--- config.mk ---
export PLATFORM = sky130hd
export DESIGN_NAME = x86_64_instruction_encoder_top
export DESIGN_NICKNAME = d
export VERILOG_FILES = /design/src/hw/rtl/xenc_pkg.sv /design/src/hw/rtl/xenc_front.sv /design/src/hw/rtl/xenc_queue.sv /design/src/hw/rtl/xenc_back.sv /design/src/hw/rtl/x86_64_instruction_encoder_top.sv
export SDC_FILE = /design/constraint.sdc
export NUM_CORES = 1
export LEC_CHECK = 0
export BUFFER_PORTS_ARGS = -buffer_cell sky130_fd_sc_hd__buf_2
export CORE_ASPECT_RATIO = 1.5
export CORE_MARGIN = 2
export CORE_UTILIZATION = 55
export CTS_BUF_LIST = sky130_fd_sc_hd__clkbuf_8
export CTS_CLUSTER_SIZE = 28
export DETAILED_ROUTE_END_ITERATION = 8
export MAX_ROUTING_LAYER = met4
export PLACE_DENSITY = 0.78
export SLEW_MARGIN = 0
export SYNTH_ARGS = -nofsm -noshare
export SYNTH_HDL_FRONTEND = slang
export SYNTH_SLANG_ARGS = --single-unit
--- constraint.sdc ---
create_clock -name clk_i -period 6.9 [get_ports clk_i]
set_input_delay 0 -clock clk_i [delete_from_list [all_inputs] [get_ports clk_i]]
set_output_delay 0 -clock clk_i [all_outputs]
set_load 0.005 [all_outputs]
--- src/hw/rtl/xenc_pkg.sv ---
// Shared types, codes and sizes of the x86-64 instruction encoder.
`default_nettype none

package xenc_pkg;

  // Default width of the byte-position counter.
  localparam int unsigned POS_BITS_DEF = 32;

  // Number of entries in the queue between the front and the back.
  localparam int unsigned QUEUE_DEPTH = 2;

  // Most bytes one instruction can take (REX, opcode, 64-bit immediate).
  localparam int unsigned MAX_BYTES = 10;

  typedef enum logic [4:0] {
    RT_MOVRR    = 5'd0,
    RT_MOVIMM64 = 5'd1,
    RT_ADD      = 5'd2,
    RT_SUB      = 5'd3,
    RT_CMP      = 5'd4,
    RT_LOAD     = 5'd5,
    RT_STORE    = 5'd6,
    RT_PUSH     = 5'd7,
    RT_POP      = 5'd8,
    RT_JMP      = 5'd9,
    RT_JZ       = 5'd10,
    RT_JNZ      = 5'd11,
    RT_CALL     = 5'd12,
    RT_RET      = 5'd13,
    RT_NOP      = 5'd14,
    RT_INT3     = 5'd15,
    RT_JMP_LBL  = 5'd16,
    RT_JZ_LBL   = 5'd17,
    RT_JNZ_LBL  = 5'd18
  } req_type_e;

  // One classified instruction: its fixed bytes, byte count and, for jumps
  // to a bound target, where the rel32 field starts and target minus length.
  typedef struct packed {
    logic [8*MAX_BYTES-1:0] bytes;
    logic [3:0]             cnt;
    logic                   label;
    logic [1:0]             rel_off;
    logic [31:0]            tgt_adj;
  } desc_t;

endpackage

`default_nettype wire

--- src/hw/rtl/xenc_front.sv ---
// Front part: classify one request into an instruction descriptor.
`default_nettype none

module xenc_front (
  input  wire logic [4:0]     req_type_i,
  input  wire logic [3:0]     dst_reg_i,
  input  wire logic [3:0]     src_reg_i,
  input  wire logic [3:0]     base_reg_i,
  input  wire logic [63:0]    immediate_i,
  input  wire logic [31:0]    displacement_i,
  input  wire logic [31:0]    target_pos_i,
  output xenc_pkg::desc_t     desc_o,
  output logic                known_o
);
  import xenc_pkg::*;

  logic [3:0]  mem_reg;
  logic [7:0]  mem_op;
  logic [1:0]  mem_mod;
  logic        mem_sib;
  logic        fits8;
  logic [31:0] disp_bytes;
  logic [2:0]  disp_n;
  logic [39:0] tail;
  logic [2:0]  tail_n;
  logic [7:0]  modrm;
  logic [7:0]  rr_op;

  // Memory operand: ModRM, optional SIB and displacement.
  always_comb begin
    mem_reg = (req_type_e'(req_type_i) == RT_LOAD) ? dst_reg_i : src_reg_i;
    mem_op  = (req_type_e'(req_type_i) == RT_LOAD) ? 8'h8B : 8'h89;
    fits8   = (displacement_i[31:7] == '0) || (displacement_i[31:7] == '1);
    if ((displacement_i == '0) && (base_reg_i[2:0] != 3'd5)) begin
      mem_mod = 2'd0;
    end else if (fits8) begin
      mem_mod = 2'd1;
    end else begin
      mem_mod = 2'd2;
    end
    mem_sib = (base_reg_i[2:0] == 3'd4);
    unique case (mem_mod)
      2'd1: begin
        disp_bytes = {24'h0, displacement_i[7:0]};
        disp_n     = 3'd1;
      end
      2'd2: begin
        disp_bytes = displacement_i;
        disp_n     = 3'd4;
      end
      default: begin
        disp_bytes = '0;
        disp_n     = 3'd0;
      end
    endcase
    if (mem_sib) begin
      tail   = {disp_bytes, 8'h24};
      tail_n = disp_n + 3'd1;
    end else begin
      tail   = {8'h00, disp_bytes};
      tail_n = disp_n;
    end
    modrm = {mem_mod, mem_reg[2:0], base_reg_i[2:0]};
  end

  always_comb begin
    desc_o  = '0;
    known_o = 1'b1;
    rr_op   = 8'h89;
    unique case (req_type_e'(req_type_i))
      RT_MOVRR, RT_ADD, RT_SUB, RT_CMP: begin
        unique case (req_type_e'(req_type_i))
          RT_ADD:  rr_op = 8'h01;
          RT_SUB:  rr_op = 8'h29;
          RT_CMP:  rr_op = 8'h39;
          default: rr_op = 8'h89;
        endcase
        desc_o.bytes[23:0] = {2'b11, src_reg_i[2:0], dst_reg_i[2:0], rr_op,
                              5'b01001, src_reg_i[3], 1'b0, dst_reg_i[3]};
        desc_o.cnt = 4'd3;
      end
      RT_MOVIMM64: begin
        desc_o.bytes = {immediate_i, 5'b10111, dst_reg_i[2:0],
                        7'b0100100, dst_reg_i[3]};
        desc_o.cnt = 4'd10;
      end
      RT_LOAD, RT_STORE: begin
        desc_o.bytes[63:0] = {tail, modrm, mem_op,
                              5'b01001, mem_reg[3], 1'b0, base_reg_i[3]};
        desc_o.cnt = 4'd3 + {1'b0, tail_n};
      end
      RT_PUSH, RT_POP: begin
        if (dst_reg_i[3]) begin
          desc_o.bytes[15:0] = {4'h5, (req_type_e'(req_type_i) == RT_POP),
                                dst_reg_i[2:0], 8'h41};
          desc_o.cnt = 4'd2;
        end else begin
          desc_o.bytes[7:0] = {4'h5, (req_type_e'(req_type_i) == RT_POP),
                               dst_reg_i[2:0]};
          desc_o.cnt = 4'd1;
        end
      end
      RT_JMP, RT_CALL: begin
        desc_o.bytes[39:0] = {displacement_i,
                              (req_type_e'(req_type_i) == RT_JMP) ? 8'hE9 : 8'hE8};
        desc_o.cnt = 4'd5;
      end
      RT_JZ, RT_JNZ: begin
        desc_o.bytes[47:0] = {displacement_i,
                              (req_type_e'(req_type_i) == RT_JZ) ? 8'h84 : 8'h85,
                              8'h0F};
        desc_o.cnt = 4'd6;
      end
      RT_RET: begin
        desc_o.bytes[7:0] = 8'hC3;
        desc_o.cnt = 4'd1;
      end
      RT_NOP: begin
        desc_o.bytes[7:0] = 8'h90;
        desc_o.cnt = 4'd1;
      end
      RT_INT3: begin
        desc_o.bytes[7:0] = 8'hCC;
        desc_o.cnt = 4'd1;
      end
      RT_JMP_LBL: begin
        desc_o.bytes[7:0] = 8'hE9;
        desc_o.cnt     = 4'd5;
        desc_o.label   = 1'b1;
        desc_o.rel_off = 2'd1;
        desc_o.tgt_adj = target_pos_i - 32'd5;
      end
      RT_JZ_LBL, RT_JNZ_LBL: begin
        desc_o.bytes[15:0] = {(req_type_e'(req_type_i) == RT_JZ_LBL) ? 8'h84 : 8'h85,
                              8'h0F};
        desc_o.cnt     = 4'd6;
        desc_o.label   = 1'b1;
        desc_o.rel_off = 2'd2;
        desc_o.tgt_adj = target_pos_i - 32'd6;
      end
      default: begin
        known_o = 1'b0;
      end
    endcase
  end

endmodule

`default_nettype wire

--- src/hw/rtl/xenc_queue.sv ---
// Short descriptor queue between the front and the back.
`default_nettype none

module xenc_queue (
  input  wire logic            clk_i,
  input  wire logic            rst_ni,
  input  wire logic            push_i,
  input  wire xenc_pkg::desc_t wdata_i,
  output logic                 full_o,
  input  wire logic            pop_i,
  output logic                 valid_o,
  output xenc_pkg::desc_t      rdata_o
);
  import xenc_pkg::*;

  localparam int unsigned PtrW = (QUEUE_DEPTH > 1) ? $clog2(QUEUE_DEPTH) : 1;
  localparam int unsigned CntW = $clog2(QUEUE_DEPTH + 1);

  desc_t           mem_q [QUEUE_DEPTH];
  logic [PtrW-1:0] wr_ptr_q, wr_ptr_d;
  logic [PtrW-1:0] rd_ptr_q, rd_ptr_d;
  logic [CntW-1:0] count_q, count_d;

  assign full_o  = (count_q == CntW'(QUEUE_DEPTH));
  assign valid_o = (count_q != '0);
  assign rdata_o = mem_q[rd_ptr_q];

  always_comb begin
    wr_ptr_d = wr_ptr_q;
    rd_ptr_d = rd_ptr_q;
    count_d  = count_q;
    if (push_i) begin
      wr_ptr_d = (wr_ptr_q == PtrW'(QUEUE_DEPTH - 1)) ? '0 : wr_ptr_q + PtrW'(1);
    end
    if (pop_i) begin
      rd_ptr_d = (rd_ptr_q == PtrW'(QUEUE_DEPTH - 1)) ? '0 : rd_ptr_q + PtrW'(1);
    end
    if (push_i && !pop_i) begin
      count_d = count_q + CntW'(1);
    end else if (pop_i && !push_i) begin
      count_d = count_q - CntW'(1);
    end
  end

  always_ff @(posedge clk_i or negedge rst_ni) begin
    if (!rst_ni) begin
      wr_ptr_q <= '0;
      rd_ptr_q <= '0;
      count_q  <= '0;
    end else begin
      wr_ptr_q <= wr_ptr_d;
      rd_ptr_q <= rd_ptr_d;
      count_q  <= count_d;
    end
  end

  always_ff @(posedge clk_i) begin
    if (push_i) begin
      mem_q[wr_ptr_q] <= wdata_i;
    end
  end

endmodule

`default_nettype wire

--- src/hw/rtl/xenc_back.sv ---
// Back part: send the queued instruction with its position, one byte per cycle while code_stall_i is low.
`default_nettype none

module xenc_back #(
  parameter int unsigned POS_BITS = xenc_pkg::POS_BITS_DEF
) (
  input  wire logic            clk_i,
  input  wire logic            rst_ni,
  input  wire logic            q_valid_i,
  input  wire xenc_pkg::desc_t q_desc_i,
  output logic                 q_pop_o,
  output logic                 code_valid_o,
  input  wire logic            code_stall_i,
  output logic [7:0]           code_byte_o,
  output logic                 last_byte_o,
  output logic [31:0]          byte_pos_o
);
  import xenc_pkg::*;

  logic [POS_BITS-1:0] write_pos_q, write_pos_d;
  logic [31:0]         pos32;
  logic [3:0]          idx_q, idx_d;
  logic                out_valid_q, out_valid_d;
  logic [7:0]          byte_q;
  logic                last_q;
  logic [31:0]         pos_q;
  logic                advance;
  logic                emit;
  logic                is_last;
  logic [31:0]         rel;
  logic [1:0]          rel_sel;
  logic [7:0]          cur_byte;

  if (POS_BITS >= 32) begin : g_pos_wide
    assign pos32 = write_pos_q[31:0];
  end else begin : g_pos_narrow
    assign pos32 = {{(32 - POS_BITS){1'b0}}, write_pos_q};
  end

  assign advance = !out_valid_q || !code_stall_i;
  assign emit    = advance && q_valid_i;
  assign is_last = (idx_q == q_desc_i.cnt - 4'd1);
  assign q_pop_o = emit && is_last;

  // rel32 of a label jump: target minus the position after the jump.
  always_comb begin
    rel     = q_desc_i.tgt_adj + {28'h0, idx_q} - pos32;
    rel_sel = 2'(idx_q - {2'b00, q_desc_i.rel_off});
    if (q_desc_i.label && (idx_q >= {2'b00, q_desc_i.rel_off})) begin
      cur_byte = rel[{rel_sel, 3'b000} +: 8];
    end else begin
      cur_byte = q_desc_i.bytes[{idx_q, 3'b000} +: 8];
    end
  end

  always_comb begin
    write_pos_d = write_pos_q;
    idx_d       = idx_q;
    out_valid_d = out_valid_q;
    if (emit) begin
      write_pos_d = write_pos_q + POS_BITS'(1);
      idx_d       = is_last ? 4'd0 : idx_q + 4'd1;
      out_valid_d = 1'b1;
    end else if (advance) begin
      out_valid_d = 1'b0;
    end
  end

  always_ff @(posedge clk_i or negedge rst_ni) begin
    if (!rst_ni) begin
      write_pos_q <= '0;
      idx_q       <= '0;
      out_valid_q <= 1'b0;
    end else begin
      write_pos_q <= write_pos_d;
      idx_q       <= idx_d;
      out_valid_q <= out_valid_d;
    end
  end

  always_ff @(posedge clk_i) begin
    if (emit) begin
      byte_q <= cur_byte;
      last_q <= is_last;
      pos_q  <= pos32;
    end
  end

  assign code_valid_o = out_valid_q;
  assign code_byte_o  = byte_q;
  assign last_byte_o  = last_q;
  assign byte_pos_o   = pos_q;

endmodule

`default_nettype wire

--- src/hw/rtl/x86_64_instruction_encoder_top.sv ---
// Top level of the x86-64 instruction encoder: front, queue and back.
//
//  Channel | Direction | Handshake                | Payload
//  --------+-----------+--------------------------+-------------------------------------
//  req     | in        | req_valid_i / req_stall_o  | type, registers, immediate, disp, target
//  code    | out       | code_valid_o / code_stall_i| code_byte, last_byte, byte_pos
//
// Bytes leave one per cycle while code_stall_i is low; an instruction has 1 to
// 10 bytes, with 10 for a 64-bit immediate move. The output byte port of the
// back part sets that rate. Reset empties the queue and clears the byte
// position. A request is taken whenever the queue has room, even while the
// back is stalled; the output register holds its byte until code_stall_i drops.
`default_nettype none

module x86_64_instruction_encoder_top #(
  parameter int unsigned POS_BITS = xenc_pkg::POS_BITS_DEF
) (
  input  wire logic        clk_i,
  input  wire logic        rst_ni,
  // request channel
  input  wire logic        req_valid_i,
  output logic             req_stall_o,
  input  wire logic [4:0]  req_type_i,
  input  wire logic [3:0]  dst_reg_i,
  input  wire logic [3:0]  src_reg_i,
  input  wire logic [3:0]  base_reg_i,
  input  wire logic [63:0] immediate_i,
  input  wire logic [31:0] displacement_i,
  input  wire logic [31:0] target_pos_i,
  // code byte channel
  output logic             code_valid_o,
  input  wire logic        code_stall_i,
  output logic [7:0]       code_byte_o,
  output logic             last_byte_o,
  output logic [31:0]      byte_pos_o
);
  import xenc_pkg::*;

  desc_t front_desc;
  logic  front_known;
  logic  q_full;
  logic  q_push;
  logic  q_pop;
  logic  q_valid;
  desc_t q_desc;

  // Classify the request into its fixed bytes and length.
  xenc_front u_front (
    .req_type_i     (req_type_i),
    .dst_reg_i      (dst_reg_i),
    .src_reg_i      (src_reg_i),
    .base_reg_i     (base_reg_i),
    .immediate_i    (immediate_i),
    .displacement_i (displacement_i),
    .target_pos_i   (target_pos_i),
    .desc_o         (front_desc),
    .known_o        (front_known)
  );

  // Hold off requests only when the queue is full; drop unknown types.
  assign req_stall_o = q_full;
  assign q_push      = req_valid_i && !q_full && front_known;

  xenc_queue u_queue (
    .clk_i   (clk_i),
    .rst_ni  (rst_ni),
    .push_i  (q_push),
    .wdata_i (front_desc),
    .full_o  (q_full),
    .pop_i   (q_pop),
    .valid_o (q_valid),
    .rdata_o (q_desc)
  );

  // Advance through the head instruction, one byte per free output slot.
  xenc_back #(
    .POS_BITS (POS_BITS)
  ) u_back (
    .clk_i        (clk_i),
    .rst_ni       (rst_ni),
    .q_valid_i    (q_valid),
    .q_desc_i     (q_desc),
    .q_pop_o      (q_pop),
    .code_valid_o (code_valid_o),
    .code_stall_i (code_stall_i),
    .code_byte_o  (code_byte_o),
    .last_byte_o  (last_byte_o),
    .byte_pos_o   (byte_pos_o)
  );

endmodule

`default_nettype wire
==> impl_metrics.env <==
export IMPL_status="finished with violations"
export IMPL_violations="DRC"
export IMPL_grt_busiest_layer="met2"
export IMPL_vias=14700
export IMPL_tns_ns=0
export IMPL_clkPwrFrac_pct=19.4
export IMPL_syn_avg_cell_area_sq_um=11.9
export IMPL_postCtsHoldBufs=199
export IMPL_start_util_pct=55.6
export IMPL_p_leak_nw=8.43
export IMPL_pre_cts_ws_ns=2.27
export IMPL_grt_pass1_vias=15200
export IMPL_stdcell_count=2305
export IMPL_cts_resized=0
export IMPL_drt_first_pass_iters=9
export IMPL_area_growth_pct=23.3
export IMPL_ys_warn_count=0
export IMPL_drive_gt1_share_pct=19.1
export IMPL_drt_iter0_drc=1404
export IMPL_grtUsageMet3_pct=5.13
export IMPL_cts_sinks=320
export IMPL_nFillCells=2166
export IMPL_core_area_sq_um=31700
export IMPL_clock_root_buffer="clkbuf_8"
export IMPL_yosysTopAreaCell="edfxtp_1"
export IMPL_synth_edf_count=279
export IMPL_crit_type="flip-flop to flip-flop"
export IMPL_ys_seq_elements=320
export IMPL_clk_pin_slew_ns=0.07
export IMPL_min_path_type="input pin to flip-flop"
export IMPL_setup_violations=0
export IMPL_gp_congestion=0.977
export IMPL_seqPwrFrac_pct=37.5
export IMPL_die_area_sq_um=33600
export IMPL_grt_pass1_wl_mm=84.5
export IMPL_switching_power_w=0.00284
export IMPL_synth_seq_area_share_pct=53.3
export IMPL_antenna_found_initial=4
export IMPL_finClkSkew_ns=0.0254
export IMPL_drc_errors=8
export IMPL_rsz0062_at_grt="no"
export IMPL_post_route_period_util_pct=67.4
export IMPL_cts_setup_buffers=0
export IMPL_grt_overflow=0
export IMPL_die_h_microns=223
export IMPL_async_reset_ff_share_pct=12.8
export IMPL_ir_drop_v=0.000216
export IMPL_vias_per_cell=6.39
export IMPL_p_sw_share_pct=38.6
export IMPL_p_per_area_nw_per_um2=338
export IMPL_fmax_ghz=0.215
export IMPL_slew_headroom_pct=22.5
export IMPL_grtUsageMet2_pct=61.9
export IMPL_cp_data_required_time_ns=7.23
export IMPL_grt_usage_pct=34.5
export IMPL_cts_tree="done"
export IMPL_synth_area_top_cells="edfxtp_1 47%, dfrtp_1 5.8%, mux4_2 5.6%"
export IMPL_p_int_w=0.00452
export IMPL_final_min_clock_period_ns=4.65
export IMPL_synth_top_cell_area_share_pct=47.5
export IMPL_htreeDepth=2
export IMPL_timing_critical_path_fanout_max=64
export IMPL_ys_flop_type="edfxtp_1"
export IMPL_combPwrFrac_pct=43.2
export IMPL_drv_cap=0
export IMPL_nets=2080
export IMPL_syn_area_sq_um=17600
export IMPL_slew_viol_final=0
export IMPL_syn_num_nets=1708
export IMPL_avgRoutedWirePerCell_microns=24.4
export IMPL_numCtsBuffers=46
export IMPL_start_kind="flip-flop"
export IMPL_met1_usage_pct=33.2
export IMPL_grt_max_degree=68
export IMPL_cts_buffer_depth=3
export IMPL_clock_latency_ns=0.60
export IMPL_fp_dieW_microns=150
export IMPL_finalHoldViolations=0
export IMPL_crit_path_end_kind="flip-flop"
export IMPL_ioPinCount=192
export IMPL_crit_arrival_ns=4.98
export IMPL_port_buffers=191
export IMPL_drtAntennaViolNets=0
export IMPL_rows=80
export IMPL_worst_slack_ns=2.25
export IMPL_synthCells=1483
export IMPL_dp_hpwl_mm=36.9
export IMPL_drt_wl_total_mm=56.2
export IMPL_dp_cells=2018
export IMPL_yosysUniqueCellTypes=80
export IMPL_tightest_slew_ns=1.13
-- placed cells by master (no fill, tap or decap), types with 11 or more instances in the layout --
| cell | synthesis | layout |
|---|---|---|
| mux4_2 | 44 | 44 |
| o21ai_0 | 52 | 52 |
| a21o_1 | 18 | 18 |
| a31oi_1 | 12 | 12 |
| nand2b_1 | 12 | 12 |
| nor2_1 | 69 | 69 |
| xor2_1 | 21 | 21 |
| dlygate4sd3_1 | 0 | 199 |
| nor3_1 | 34 | 34 |
| o22ai_1 | 12 | 12 |
| a222oi_1 | 30 | 30 |
| mux2i_1 | 17 | 17 |
| nand4_1 | 17 | 17 |
| ha_1 | 71 | 71 |
| nand2_1 | 147 | 147 |
| a22oi_1 | 17 | 17 |
| a21oi_1 | 86 | 86 |
| edfxtp_1 | 279 | 279 |
| nand3_1 | 49 | 49 |
| and2_1 | 24 | 23 |
| clkbuf_8 | 0 | 48 |
| dfrtp_1 | 41 | 40 |
| xnor2_1 | 54 | 54 |
| inv_1 | 65 | 81 |
| nor2b_1 | 12 | 11 |
| and3_1 | 14 | 14 |
| or3_1 | 17 | 17 |
| buf_2 | 12 | 191 |
| mux2_2 | 29 | 29 |
-- state kept, by name (all words and copies together), names as in the netlist --
signal and count:
u_queue.wr_ptr_q 1, u_back.code_byte_o 8, u_back.code_valid_o 1, u_back.byte_pos_o 32
u_back.idx_q 4, u_queue.count_q 2, u_queue.rd_ptr_q 1, u_queue.mem_q 238
u_back.pos32 32, u_back.last_byte_o 1
-- worst max-delay path: stages (launching register included) --
cell,delay (ns)
dfrtp_4,1.15
buf_4,0.48
mux2i_1,0.27
fa_1,0.45
inv_1,0.08
ha_1,0.27
o211ai_1,0.13
o211ai_1,0.21
a2111oi_0,0.52
o21ba_1,0.24
xor2_1,0.16
nor2_1,0.06
a211oi_1,0.23
nor3_1,0.08
-- final cells by class --
cell class                 count  area, sq um  area share (%)
sequential                   320         9410            43.2
multi-input combinational   1019         7690            35.4
antenna                        4         10.0          0.0460
clock inverter                36          200           0.920
tap                          410          513            2.36
clock buffer                  48          661            3.04
inverter                      68          255            1.17
timing repair buffer         400         3020            13.9
-- stage by stage --
| step | power [W] | area [sq um] | hold slack (ns) | utilization, % |
|---|---|---|---|---|
| floorplan | 0.00485 | 17600 | -0.296 | - |
| global placement | 0.00580 | 18900 | 0.223 | 59.6 |
| detailed placement | 0.00585 | 18900 | 0.232 | 59.6 |
| CTS | 0.00734 | 21800 | 0.0210 | 68.6 |
| global route | 0.00774 | 21800 | 0.0572 | 68.6 |
| finish | 0.00736 | 21800 | 0.0541 | 68.6 |
-- routing by layer --
layer / vias up / wire length, microns / part of all wire (%)
met2: 961 / 29800 / 53
met3: 320 / 3840 / 6.8
met4: 0 / 5130 / 9.1
met5: - / 0 / 0
met1: 6977 / 17400 / 31
li1: 6465 / - / -
-- path summary, 6_finish.rpt --
kind,cells past startpoint,to,slack (ns),startpoint
max,13,u_back.code_byte_o[7]$_DFFE_PP_,2.25,u_queue.rd_ptr_q$_DFFE_PN0P_
min,4,u_queue.mem_q[0][5]$_DFFE_PP_,0.05,target_pos_i[3]
max reg2reg,13,u_back.code_byte_o[7]$_DFFE_PP_,2.25,u_queue.rd_ptr_q$_DFFE_PN0P_
min reg2reg,0,u_back.byte_pos_o[15]$_DFFE_PP_,0.46,u_back.pos32[15]$_DFFE_PN0P_
max in group asynchronous,2,u_queue.rd_ptr_q$_DFFE_PN0P_,5.98,rst_ni
min in group asynchronous,2,u_back.pos32[17]$_DFFE_PN0P_,0.16,rst_ni
-- synthesized netlist by cell type, types with 30 or more instances --
cell,instances
edfxtp_1,279
ha_1,71
xnor2_1,54
nand2_1,147
nor2_1,69
o21ai_0,52
inv_1,65
clkbuf_1,48
nand3_1,49
dfrtp_1,41
nor3_1,34
a222oi_1,30
mux4_2,44
a21oi_1,86
-- cells by family (layout without fill, tap and decap cells) --
| group | Yosys count | in the layout | synth area share (%) |
|---|---|---|---|
| AOI/OAI and AO/OA | 336 | 336 | 13.0 |
| and+or+nand+nor | 441 | 441 | 12.6 |
| DFF | 320 | 320 | 53.3 |
| adders and majority gates | 76 | 76 | 5.60 |
| other | 0 | 4 | 0 |
| xor gates and xnor gates | 75 | 75 | 3.72 |
| buffers and inverters | 144 | 552 | 3.25 |
| muxes | 91 | 91 | 8.50 |
-- power groups by stage --
stage	clock network (W)	registers, W	logic [W]
floorplan	0	0.00268	0.00218
global placement	0	0.00278	0.00302
detailed placement	0	0.00280	0.00306
CTS	0.00143	0.00276	0.00315
global route	0.00153	0.00279	0.00342
finish	0.00142	0.00276	0.00317
(Power assumes the default switching activity.)
